### src/rtl/apt_pkg.sv
// ----------------------------------------------------------------------------
// apt_pkg
// Shared widths, character codes, result kinds and transaction structs for
// the plain PGM token parser.
// ----------------------------------------------------------------------------
`timescale 1ns / 1ps

package apt_pkg;

  localparam int CH_BITS    = 8;
  localparam int VALUE_BITS = 16;
  localparam int SUM_BITS   = VALUE_BITS + 4;
  localparam int ADDR_BITS  = 20;
  localparam int COUNT_BITS = 21;
  localparam int KIND_BITS  = 3;
  localparam int IDX_BITS   = 2;
  localparam int PROD_BITS  = 2 * VALUE_BITS;

  localparam logic [VALUE_BITS-1:0] VALUE_MAX  = {VALUE_BITS{1'b1}};
  localparam logic [PROD_BITS-1:0]  MAX_PIXELS = PROD_BITS'(1048576);

  localparam logic [CH_BITS-1:0] HASH_CH  = 8'h23;
  localparam logic [CH_BITS-1:0] TAB_CH   = 8'h09;
  localparam logic [CH_BITS-1:0] LF_CH    = 8'h0A;
  localparam logic [CH_BITS-1:0] CR_CH    = 8'h0D;
  localparam logic [CH_BITS-1:0] SPACE_CH = 8'h20;
  localparam logic [CH_BITS-1:0] DIGIT_LO = 8'h30;
  localparam logic [CH_BITS-1:0] DIGIT_HI = 8'h39;

  localparam logic [KIND_BITS-1:0] KIND_WIDTH  = 3'd0;
  localparam logic [KIND_BITS-1:0] KIND_HEIGHT = 3'd1;
  localparam logic [KIND_BITS-1:0] KIND_MAXVAL = 3'd2;
  localparam logic [KIND_BITS-1:0] KIND_SAMPLE = 3'd3;
  localparam logic [KIND_BITS-1:0] KIND_DROP   = 3'd4;

  localparam logic [IDX_BITS-1:0] TOK_WIDTH  = 2'd0;
  localparam logic [IDX_BITS-1:0] TOK_HEIGHT = 2'd1;
  localparam logic [IDX_BITS-1:0] TOK_MAXVAL = 2'd2;
  localparam logic [IDX_BITS-1:0] TOK_SAMPLE = 2'd3;

  typedef struct packed {
    logic                  emit;
    logic [VALUE_BITS-1:0] value;
    logic                  last;
  } token_t;

  typedef struct packed {
    logic [KIND_BITS-1:0]  kind;
    logic [VALUE_BITS-1:0] value;
    logic [ADDR_BITS-1:0]  address;
  } result_t;

endpackage

### src/rtl/apt_if.sv
// ----------------------------------------------------------------------------
// apt_if
// Valid/ready channels: text bytes in, parsed results out.
// ----------------------------------------------------------------------------
`timescale 1ns / 1ps

interface apt_in_if;
  logic                         valid;
  logic                         ready;
  logic [apt_pkg::CH_BITS-1:0]  ch;
  logic                         end_of_input;

  modport source (output valid, output ch, output end_of_input, input ready);
  modport sink   (input valid, input ch, input end_of_input, output ready);
endinterface

interface apt_out_if;
  logic                            valid;
  logic                            ready;
  logic [apt_pkg::KIND_BITS-1:0]   kind;
  logic [apt_pkg::VALUE_BITS-1:0]  value;
  logic [apt_pkg::ADDR_BITS-1:0]   address;

  modport source (output valid, output kind, output value, output address, input ready);
  modport sink   (input valid, input kind, input value, input address, output ready);
endinterface

### src/rtl/apt_lexer.sv
// ----------------------------------------------------------------------------
// apt_lexer
// Header-line skip, comment tracking and saturating decimal accumulation.
// Flags a finished token when a delimiter or the end of input closes one.
// ----------------------------------------------------------------------------
`timescale 1ns / 1ps

module apt_lexer (
  input  logic                         clk,
  input  logic                         rst_n,
  input  logic                         fire,
  input  logic [apt_pkg::CH_BITS-1:0]  ch,
  input  logic                         eoi,
  output apt_pkg::token_t              tok
);

  logic                           skip_hdr_r, skip_hdr_nxt;
  logic                           in_cmt_r, in_cmt_nxt;
  logic [apt_pkg::VALUE_BITS-1:0] accum_r, accum_nxt;
  logic                           have_digit_r, have_digit_nxt;

  logic                           is_delim, is_hash, is_digit, is_eol;
  logic                           cmt_clear, active, delim_emit;
  logic [apt_pkg::SUM_BITS-1:0]   acc_wide, acc_sum;
  logic [apt_pkg::VALUE_BITS-1:0] accum_a;
  logic                           have_a;

  assign is_eol   = (ch == apt_pkg::CR_CH) || (ch == apt_pkg::LF_CH);
  assign is_delim = is_eol || (ch == apt_pkg::TAB_CH) || (ch == apt_pkg::SPACE_CH);
  assign is_hash  = (ch == apt_pkg::HASH_CH);
  assign is_digit = (ch >= apt_pkg::DIGIT_LO) && (ch <= apt_pkg::DIGIT_HI);

  // the end of line that closes a comment is handled as a delimiter too
  assign cmt_clear = in_cmt_r && is_eol;
  assign active    = !skip_hdr_r && (!in_cmt_r || cmt_clear);

  // accum * 10 + digit
  assign acc_wide = apt_pkg::SUM_BITS'(accum_r);
  assign acc_sum  = (acc_wide << 3) + (acc_wide << 1)
                  + apt_pkg::SUM_BITS'(ch[3:0]);

  always_comb begin
    accum_a = accum_r;
    have_a  = have_digit_r;
    if (active && is_digit) begin
      accum_a = (acc_sum > apt_pkg::SUM_BITS'(apt_pkg::VALUE_MAX)) ?
                apt_pkg::VALUE_MAX : acc_sum[apt_pkg::VALUE_BITS-1:0];
      have_a  = 1'b1;
    end
  end

  assign delim_emit = active && is_delim && have_digit_r;

  assign tok.emit  = delim_emit || (eoi && have_a);
  assign tok.value = accum_a;
  assign tok.last  = eoi;

  always_comb begin
    skip_hdr_nxt   = skip_hdr_r;
    in_cmt_nxt     = in_cmt_r;
    accum_nxt      = accum_r;
    have_digit_nxt = have_digit_r;
    if (fire) begin
      if (eoi) begin
        skip_hdr_nxt   = 1'b1;
        in_cmt_nxt     = 1'b0;
        accum_nxt      = '0;
        have_digit_nxt = 1'b0;
      end else begin
        if (skip_hdr_r && (ch == apt_pkg::LF_CH)) begin
          skip_hdr_nxt = 1'b0;
        end
        if (active && is_hash) begin
          in_cmt_nxt = 1'b1;
        end else if (cmt_clear) begin
          in_cmt_nxt = 1'b0;
        end
        if (delim_emit) begin
          accum_nxt      = '0;
          have_digit_nxt = 1'b0;
        end else begin
          accum_nxt      = accum_a;
          have_digit_nxt = have_a;
        end
      end
    end
  end

  always_ff @(posedge clk) begin
    if (!rst_n) begin
      skip_hdr_r   <= 1'b1;
      in_cmt_r     <= 1'b0;
      accum_r      <= '0;
      have_digit_r <= 1'b0;
    end else begin
      skip_hdr_r   <= skip_hdr_nxt;
      in_cmt_r     <= in_cmt_nxt;
      accum_r      <= accum_nxt;
      have_digit_r <= have_digit_nxt;
    end
  end

endmodule

### src/rtl/apt_sample_addr.sv
// ----------------------------------------------------------------------------
// apt_sample_addr
// Token classification (width, height, max value, samples) and flipped
// store address generation with a pixel count limit.
// ----------------------------------------------------------------------------
`timescale 1ns / 1ps

module apt_sample_addr (
  input  logic             clk,
  input  logic             rst_n,
  input  logic             fire,
  input  apt_pkg::token_t  tok,
  output apt_pkg::result_t res
);

  logic [apt_pkg::IDX_BITS-1:0]   tok_idx_r, tok_idx_nxt;
  logic [apt_pkg::VALUE_BITS-1:0] width_r, width_nxt;
  logic [apt_pkg::VALUE_BITS-1:0] height_r, height_nxt;
  logic [apt_pkg::VALUE_BITS-1:0] column_r, column_nxt;
  logic [apt_pkg::ADDR_BITS-1:0]  row_base_r, row_base_nxt;
  logic [apt_pkg::COUNT_BITS-1:0] count_r, count_nxt;
  logic [apt_pkg::PROD_BITS-1:0]  area_r;

  logic [apt_pkg::COUNT_BITS-1:0] limit;
  logic                           store;
  logic [apt_pkg::VALUE_BITS:0]   col_inc;
  logic                           wrap;
  logic [apt_pkg::ADDR_BITS-1:0]  width_ext, row_base_init, row_base_dec;

  // width and height settle at least two bytes before the max value token,
  // so the registered product of them is always current
  always_ff @(posedge clk) begin
    area_r <= apt_pkg::PROD_BITS'(width_r) * apt_pkg::PROD_BITS'(height_r);
  end

  assign limit = (area_r > apt_pkg::MAX_PIXELS) ?
                 '0 : area_r[apt_pkg::COUNT_BITS-1:0];
  assign store = count_r < limit;

  assign width_ext     = apt_pkg::ADDR_BITS'(width_r);
  // (height - 1) * width; only used when the image fits the limit
  assign row_base_init = (height_r == '0) ?
                         '0 : area_r[apt_pkg::ADDR_BITS-1:0] - width_ext;
  assign row_base_dec  = (row_base_r >= width_ext) ? row_base_r - width_ext : '0;
  assign col_inc       = {1'b0, column_r} + 1'b1;
  assign wrap          = col_inc >= {1'b0, width_r};

  always_comb begin
    res.value   = tok.value;
    res.address = '0;
    case (tok_idx_r)
      apt_pkg::TOK_WIDTH:  res.kind = apt_pkg::KIND_WIDTH;
      apt_pkg::TOK_HEIGHT: res.kind = apt_pkg::KIND_HEIGHT;
      apt_pkg::TOK_MAXVAL: res.kind = apt_pkg::KIND_MAXVAL;
      default: begin
        if (store) begin
          res.kind    = apt_pkg::KIND_SAMPLE;
          res.address = row_base_r + apt_pkg::ADDR_BITS'(column_r);
        end else begin
          res.kind    = apt_pkg::KIND_DROP;
        end
      end
    endcase
  end

  always_comb begin
    tok_idx_nxt  = tok_idx_r;
    width_nxt    = width_r;
    height_nxt   = height_r;
    column_nxt   = column_r;
    row_base_nxt = row_base_r;
    count_nxt    = count_r;
    if (fire && tok.emit) begin
      if (tok_idx_r != apt_pkg::TOK_SAMPLE) begin
        tok_idx_nxt = tok_idx_r + 1'b1;
      end
      case (tok_idx_r)
        apt_pkg::TOK_WIDTH:  width_nxt = tok.value;
        apt_pkg::TOK_HEIGHT: height_nxt = tok.value;
        apt_pkg::TOK_MAXVAL: begin
          column_nxt   = '0;
          count_nxt    = '0;
          row_base_nxt = row_base_init;
        end
        default: begin
          if (store) begin
            count_nxt = count_r + 1'b1;
            if (wrap) begin
              column_nxt   = '0;
              row_base_nxt = row_base_dec;
            end else begin
              column_nxt   = col_inc[apt_pkg::VALUE_BITS-1:0];
            end
          end
        end
      endcase
    end
    if (fire && tok.last) begin
      tok_idx_nxt  = apt_pkg::TOK_WIDTH;
      width_nxt    = '0;
      height_nxt   = '0;
      column_nxt   = '0;
      row_base_nxt = '0;
      count_nxt    = '0;
    end
  end

  always_ff @(posedge clk) begin
    if (!rst_n) begin
      tok_idx_r  <= apt_pkg::TOK_WIDTH;
      width_r    <= '0;
      height_r   <= '0;
      column_r   <= '0;
      row_base_r <= '0;
      count_r    <= '0;
    end else begin
      tok_idx_r  <= tok_idx_nxt;
      width_r    <= width_nxt;
      height_r   <= height_nxt;
      column_r   <= column_nxt;
      row_base_r <= row_base_nxt;
      count_r    <= count_nxt;
    end
  end

endmodule

### src/rtl/ascii_pgm_token_parser_core.sv
// ----------------------------------------------------------------------------
// ascii_pgm_token_parser_core
// Path: a byte passes the input register, then token logic into the output
// register, before its result is valid. Throughput: one byte per cycle,
// bounded by the per-byte accumulate step, while results are not stalled.
// Reset: synchronous active-low rst_n empties both registers and all parse
// state; the header line is skipped again, as after an end-of-input byte.
// ----------------------------------------------------------------------------
`timescale 1ns / 1ps

module ascii_pgm_token_parser_core (
  input  logic       clk,
  input  logic       rst_n,
  apt_in_if.sink     in_chan,
  apt_out_if.source  out_chan
);

  logic                         s1_valid_r;
  logic [apt_pkg::CH_BITS-1:0]  ch_r;
  logic                         eoi_r;
  logic                         out_valid_r;
  apt_pkg::result_t             out_r;

  logic                         out_free, advance;
  apt_pkg::token_t              tok;
  apt_pkg::result_t             res;

  assign out_free       = !out_valid_r || out_chan.ready;
  assign advance        = s1_valid_r && out_free;
  assign in_chan.ready  = !s1_valid_r || advance;

  always_ff @(posedge clk) begin
    if (!rst_n) begin
      s1_valid_r <= 1'b0;
    end else if (in_chan.ready) begin
      s1_valid_r <= in_chan.valid;
    end
  end

  always_ff @(posedge clk) begin
    if (in_chan.valid && in_chan.ready) begin
      ch_r  <= in_chan.ch;
      eoi_r <= in_chan.end_of_input;
    end
  end

  apt_lexer u_lexer (
    .clk   (clk),
    .rst_n (rst_n),
    .fire  (advance),
    .ch    (ch_r),
    .eoi   (eoi_r),
    .tok   (tok)
  );

  apt_sample_addr u_sample_addr (
    .clk   (clk),
    .rst_n (rst_n),
    .fire  (advance),
    .tok   (tok),
    .res   (res)
  );

  always_ff @(posedge clk) begin
    if (!rst_n) begin
      out_valid_r <= 1'b0;
    end else if (advance && tok.emit) begin
      out_valid_r <= 1'b1;
    end else if (out_chan.ready) begin
      out_valid_r <= 1'b0;
    end
  end

  always_ff @(posedge clk) begin
    if (advance && tok.emit) begin
      out_r <= res;
    end
  end

  assign out_chan.valid   = out_valid_r;
  assign out_chan.kind    = out_r.kind;
  assign out_chan.value   = out_r.value;
  assign out_chan.address = out_r.address;

endmodule

### src/flat_wrapper.sv
// flat-port wrapper written by rule: the top's interface ports become plain ports
module ascii_pgm_token_parser_core_flat 
  (clk, rst_n, in_chan_valid, in_chan_ch, in_chan_end_of_input, in_chan_ready, out_chan_valid, out_chan_kind, out_chan_value, out_chan_address, out_chan_ready);
  apt_in_if in_chan_i ();
  apt_out_if out_chan_i ();
  input  logic clk;
  input  logic rst_n;
  input wire logic [$bits(in_chan_i.valid)-1:0] in_chan_valid;
  input wire logic [$bits(in_chan_i.ch)-1:0] in_chan_ch;
  input wire logic [$bits(in_chan_i.end_of_input)-1:0] in_chan_end_of_input;
  output wire logic [$bits(in_chan_i.ready)-1:0] in_chan_ready;
  output wire logic [$bits(out_chan_i.valid)-1:0] out_chan_valid;
  output wire logic [$bits(out_chan_i.kind)-1:0] out_chan_kind;
  output wire logic [$bits(out_chan_i.value)-1:0] out_chan_value;
  output wire logic [$bits(out_chan_i.address)-1:0] out_chan_address;
  input wire logic [$bits(out_chan_i.ready)-1:0] out_chan_ready;
  assign in_chan_i.valid = in_chan_valid;
  assign in_chan_i.ch = in_chan_ch;
  assign in_chan_i.end_of_input = in_chan_end_of_input;
  assign in_chan_ready = in_chan_i.ready;
  assign out_chan_valid = out_chan_i.valid;
  assign out_chan_kind = out_chan_i.kind;
  assign out_chan_value = out_chan_i.value;
  assign out_chan_address = out_chan_i.address;
  assign out_chan_i.ready = out_chan_ready;
  ascii_pgm_token_parser_core u_core (.clk(clk), .rst_n(rst_n), .in_chan(in_chan_i), .out_chan(out_chan_i));
endmodule
### config.mk
export PLATFORM = sky130hd
export DESIGN_NAME = ascii_pgm_token_parser_core_flat
export DESIGN_NICKNAME = d
export VERILOG_FILES = /design/src/rtl/apt_pkg.sv /design/src/rtl/apt_if.sv /design/src/rtl/apt_lexer.sv /design/src/rtl/apt_sample_addr.sv /design/src/rtl/ascii_pgm_token_parser_core.sv /design/src/flat_wrapper.sv
export SDC_FILE = /design/constraint.sdc
export NUM_CORES = 1
export LEC_CHECK = 0
export ABC_AREA = 1
export BUFFER_PORTS_ARGS = -buffer_cell sky130_fd_sc_hd__clkbuf_2
export CAP_MARGIN = 20
export CORE_ASPECT_RATIO = 0.8
export CORE_UTILIZATION = 54
export DETAILED_ROUTE_END_ITERATION = 16
export GPL_TIMING_DRIVEN = 1
export PLACE_DENSITY_LB_ADDON = 0.25
export SYNTH_ARGS = -nofsm -noshare
export SYNTH_HDL_FRONTEND = slang
export SYNTH_SLANG_ARGS = --single-unit
### constraint.sdc
create_clock -name clk -period 6.9 [get_ports clk]
set_clock_uncertainty 0.15 [all_clocks]
set_input_delay 0.345 -clock clk [delete_from_list [all_inputs] [get_ports clk]]
set_output_delay 0.345 -clock clk [all_outputs]
set_load 0.01 [all_outputs]
### After elaboration in Yosys (flattened, before gate mapping)

Index checks and enable logic that the tools add are counted.

* add/subtract/negate cells: 8
* $mul: 1
* divide/modulo/power cells: 0
* $lt $le $gt $ge: 7
* equality and inequality tests: 8
* shift-type cells: 0
* muxes and demuxes: 27
* bitwise operators: 3
* reduce and logical (&&, ||, !) cells: 41

Operators by type and width (count)
* $mux W16: 6
* $mux W20: 4
* $mux W21: 2
* $pmux W21 S2: 1
* $pmux W20 S2: 1
* $sub A20 B16 Y20: 2
* $gt A32 B21 Y1 const B: 1
* $mul A16 B16 Y32: 1
* $pmux W16 S2: 1
* $eq A8 B4 Y1 const B: 3
* $add A21 B1 Y21 const B: 1
* $lt A21 B21 Y1: 1
* $add A19 B17 Y20: 1
* $add A20 B16 Y20: 1
* $add A20 B4 Y20: 1
* $ge A20 B16 Y1: 1
* $gt A20 B16 Y1 const B: 1
* $add A16 B1 Y17 const B: 1
* $ge A17 B16 Y1: 1
* $eq A8 B6 Y1 const B: 2
* $logic_not A16 Y1: 1
* $logic_and A1 B1 Y1: 13
* $mux W1: 10
* $reduce_and A2 Y1: 5
* other kinds (18): 33

* bits in registers: 192
* bits in latches: 0
* memory bits (writable): 0
* bits in read-only memories: 0
* input bits: 13
* output and inout bits: 41
* word-level logic and storage cells: 113
* memories kept: 0

### Depth between registers and ports, before layout

* depth in word-level cells: 11
* depth in mapped cells: 27
* gate-level depth less buffers: 25

### Modules after synthesis

Synthesis repeated with hierarchy kept, for this count alone.

* cells, all modules: 3110
* area total of the unflattened synthesis: 22381.5 um^2

By module, submodules not included
* apt_sample_addr: times used 1, cells an instance 2617, area each 18184.9 um^2, sequential area each 2462.4 um^2
* apt_lexer: times used 1, cells an instance 428, area each 2647.5 um^2, sequential area each 380.4 um^2
* ascii_pgm_token_parser_core: times used 1, cells an instance 65, area each 1549.0 um^2, sequential area each 1481.4 um^2

### Worst setup path before layout

Ideal clock, no wire load.

* path type: register to register
* start: reg u_core.u_sample_addr.width_r[0] in the netlist's numbering
* end: reg u_core.u_sample_addr.area_r[24] in the netlist's numbering
* setup time: 120 ps
* data arrival time: 5572 ps
* required time: 6630 ps
* path slack: 1058 ps
* stages on the path, launching flop included: 22
* path buffers: 2
* period minus slack after synthesis: 5842 ps
* cells stage by stage: dfxtp_1 clkbuf_1 clkbuf_1 nand2_1 fa_1 fa_1 inv_1 fa_1 fa_1 fa_1 inv_1 fa_1 inv_1 ha_1 a21oi_1 inv_1 a31oi_1 a21boi_0 o21ai_0 nand2_1 nand2_1 xor2_1

* cells in the longest elaborated chain, start to end: 1

RTL lines
* start, declared: RTL line apt_sample_addr.sv:17 `logic [apt_pkg::VALUE_BITS-1:0] width_r, width_nxt;`
* start signal, assigned: RTL line apt_sample_addr.sv:118 `width_r <= width_nxt;`
* $mul A16 B16 Y32: RTL line apt_sample_addr.sv:33 `area_r <= apt_pkg::PROD_BITS'(width_r) * apt_pkg::PROD_BITS'(height_r);`
* end signal, assigned: RTL line apt_sample_addr.sv:33
* end, declared: RTL line apt_sample_addr.sv:22 `logic [apt_pkg::PROD_BITS-1:0] area_r;`

Every way passes these cells.
A chain may end at the register's enable or synchronous reset.

### Final worst setup path

* start: reg u_core.u_sample_addr.width_r[9] in the netlist's numbering
* end: reg u_core.u_sample_addr.area_r[28] in the netlist's numbering

Same word-level chain as after synthesis.

==> results.toml <==
[run_status]
status = "finished, final reports clean"

[global_route]
grt_start_max_net_pins = 51
antenna_found_initial = 0
grt_pass1_vias = 18785
grt_usage_pct = 30.5
grt_first_pass_wirelength_mm = 98.3
gr-total-overflow = 0

[timing]
rsz0062_at_grt = "false"
hold_violations = 0
fin_crit_ns = 6.28
timing.fmax_mhz = 159
finalWorstSetupSlack_ns = 0.619
slew_violations = 0
worstMarginPinSlew_ns = 1.02
setup_violations = 0
fin_crit_sh_pct = 91.0
relSlewSlack_pct = 31.7
fin_setup_tns_ns = 0

[final_layout]
nNetsFinal = 3442
area_growth_syn_to_layout_pct = 5.71
antenna-diode-count = 0
drive_above_1_share_pct = 5.04

[worst_setup_path]
crit_type = "reg -> reg"
critPathMaxStageDelay_ns = 0.87
cp_data_arrival_time_ns = 6.50
start_kind = "flip-flop"
cp_common_cell = "fa_1"
required_ns = 7.12
crit_fanout = 18
cpMaxStageDelayCell = "dfxtp_1"
endpoint_kind = "flip-flop"
crit_chain = "nand2_1 > fa_1 > fa_1 > fa_1 > inv_1 > fa_1 > fa_1 > inv_1 > fa_1 > inv_1 > ha_1 > nand2_1 > nor2_1 > inv_1 > o21ai_1 > a21oi_1 > o21ai_1 > nand2_1 > nand3_1 > nand2_1"

[synth]
synthCells = 3017
avgSynthCellArea_um2 = 7.24
ys_seq_area_share_pct = 19.8
ys_warn_count = 0
synth-async-reset-ratio_pct = 0
ys_ff_latch = 192
ys_types = 52
synth_nets = 3455
synthesis.area_um2 = 21800
synth_edf_count = 48
yosys_most_used_dff = "dfxtp_1"

[routing]
ant_nets = 0
vias_per_cell = 5.48
drtIter0Drc = 1727
drt_pass1_iterations = 5
wl_mm = 59.4
drc = 0
wl_per_cell_um = 16.7
dr_total_vias = 19458

[floorplan]
fp-row-count = 65
die_height_um = 182
dieArea_um2 = 41200
core_um2 = 39600
die_x_um = 227
start_util_pct = 55.1
ios = 54

[clock_network]
cts_resized = 0
cts_root_buffer = "clkbuf_16"
clkLatencyLatePin_ns = 0.48
tritoncts = "built"
clk_pin_slew_worst_paths_ns = 0.08
cts_hold_buf = 11
postCtsSetupRepairBufs = 0
cts.sinks = 192
cts.path.max_buffers = 2
cts_buffers = 17
htreeDepth = 4

[place]
dp_hpwl_mm = 48.0
gp_congestion = 0.985
dp_slack_ns = 0.744
numPortBuffers = 53

[power]
ir_drop_uv = 184
power_density_nw_per_um2 = 97.2
p_leak_uw = 0.0129

[flow_run]
cap_violations = 0

[min_path]
hold_class = "in -> reg"
-- sequential cells by signal (all words and copies together), names as in the netlist, 2 cells and up --
name and count:
u_core.u_sample_addr.area_r 32, u_core.u_sample_addr.count_r 21, u_core.out_chan.address 20, u_core.u_sample_addr.row_base_r 20, u_core.out_chan.value 16, u_core.u_lexer.accum_r 16, u_core.u_sample_addr.column_r 16, u_core.u_sample_addr.height_r 16
u_core.u_sample_addr.width_r 16, u_core.ch_r 8, u_core.out_chan.kind 3, u_core.u_sample_addr.tok_idx_r 2
-- final timing paths --
check,from,to,slack (ns),depth (start not counted)
worst max register to register,u_core.u_sample_addr.width_r[9]$_SDFFE_PP0P_,u_core.u_sample_addr.area_r[28]$_DFF_P_,0.62,20
worst min register to register,u_core.u_lexer.accum_r[8]$_SDFFE_PN0P_,u_core.u_lexer.accum_r[8]$_SDFFE_PN0P_,0.36,2
worst min-delay path,out_chan_ready,u_core.out_chan.valid$_SDFFE_PN0P_,0.14,6
worst max-delay path,u_core.u_sample_addr.width_r[9]$_SDFFE_PP0P_,u_core.u_sample_addr.area_r[28]$_DFF_P_,0.62,20
-- stage by stage --
step / std cells / total power (uW) / utilization (%) / instance area, um2 / hold slack (ns)
after floorplan: 3017 / 1200 / - / 21800 / 0.294
after global placement: 3508 / 1210 / 56.4 / 22400 / 0.341
after detailed placement: 3508 / 1220 / 56.4 / 22400 / 0.353
after CTS: 3551 / 2260 / 58.2 / 23100 / 0.0969
after global routing: 3553 / 2310 / 58.3 / 23100 / 0.208
final: 3553 / 2240 / 58.3 / 23100 / 0.142
-- critical path, delay by kind of cell (launching register included) --
kind                     cells  cell delay [ns]
AND/OR/NAND/NOR              6             0.64
buffers and inverters        4             0.18
adder cells (fa/ha/maj)      7             3.42
AO/OA/AOI/OAI                3             0.89
flip-flops                   1             0.87
-- cells by family (layout without fill, tap and decap cells) --
| kind of cell | Yosys count | after routing | synth area share [%] |
|---|---|---|---|
| adders and majority gates | 425 | 425 | 31.2 |
| AOI/OAI and AO/OA | 389 | 389 | 9.55 |
| and+or+nand+nor | 1243 | 1243 | 23.9 |
| DFF | 192 | 192 | 19.8 |
| xor gates and xnor gates | 83 | 83 | 3.33 |
| buffers and inverters | 685 | 685 | 12.2 |
-- placed cells by master, fill, tap and decap left out, drive strengths merged, types with 2 or more instances in the layout --
master	count
a211oi	4
a21boi	5
a21o	5
a21oi	212
a221oi	3
a31oi	13
buf	16
clkbuf	73
clkinv	6
dfxtp	144
dlygate4sd3	11
edfxtp	48
fa	199
ha	226
inv	578
nand2	725
nand3	147
nand3b	4
nand4	34
nor2	257
nor3	34
nor3b	2
nor4	12
o211ai	7
o21a	3
o21ai	121
o21bai	6
o22ai	5
or2	27
xnor2	28
xor2	55
-- cell usage after synthesis (all sizes together), types with 2 or more instances --
cell    number  area [um2]
o21ai      121         609
inv        572        2150
nor3        34         175
nand3      147         766
a21oi      212        1070
o211ai       7        52.6
nor4        12        75.1
dfxtp      144        2880
nand4       34         219
o21bai       6        45.0
clkbuf      68         255
or2         27         169
a21o         5        37.5
buf         44         267
fa         199        3980
xor2        55         482
nand3b       4        30.0
nor2       257         993
a211oi       4        30.0
o21a         3        22.5
xnor2       28         245
a21boi       5        37.5
ha         226        2830
a221oi       3        26.3
o22ai        5        31.3
nand2      725        2760
a31oi       13        81.3
edfxtp      48        1440
nor3b        2        15.0
-- power breakdown --
part / internal, uW / switching, uW / leakage [uW] / total, uW
sequential: 1150 / 4.12 / 0.00170 / 1160
clock: 534 / 511 / 0.000297 / 1050
combinational: 11.9 / 28.7 / 0.0109 / 40.6
total: 1700 / 544 / 0.0129 / 2240
-- area by class of cell --
type / count / area (um2)
repair buffers: 80 / 495
fillers: 3735 / 16500
inverters: 573 / 2150
flip-flops and latches: 192 / 4320
clock inverters: 12 / 145
clock buffers: 20 / 457
well taps: 536 / 671
multi-input cells: 2140 / 14800
-- routing by layer --
layer / track usage, % / up-vias / share of wire (%)
li1: - / 9389 / -
met1: 45.2 / 9286 / 48
met2: 43.5 / 697 / 41
met3: 7.33 / 86 / 9.1
met4: 9.00 / 0 / 2.3
met5: 0 / - / 0
No activity file was read; power rests on OpenSTA's default activity.
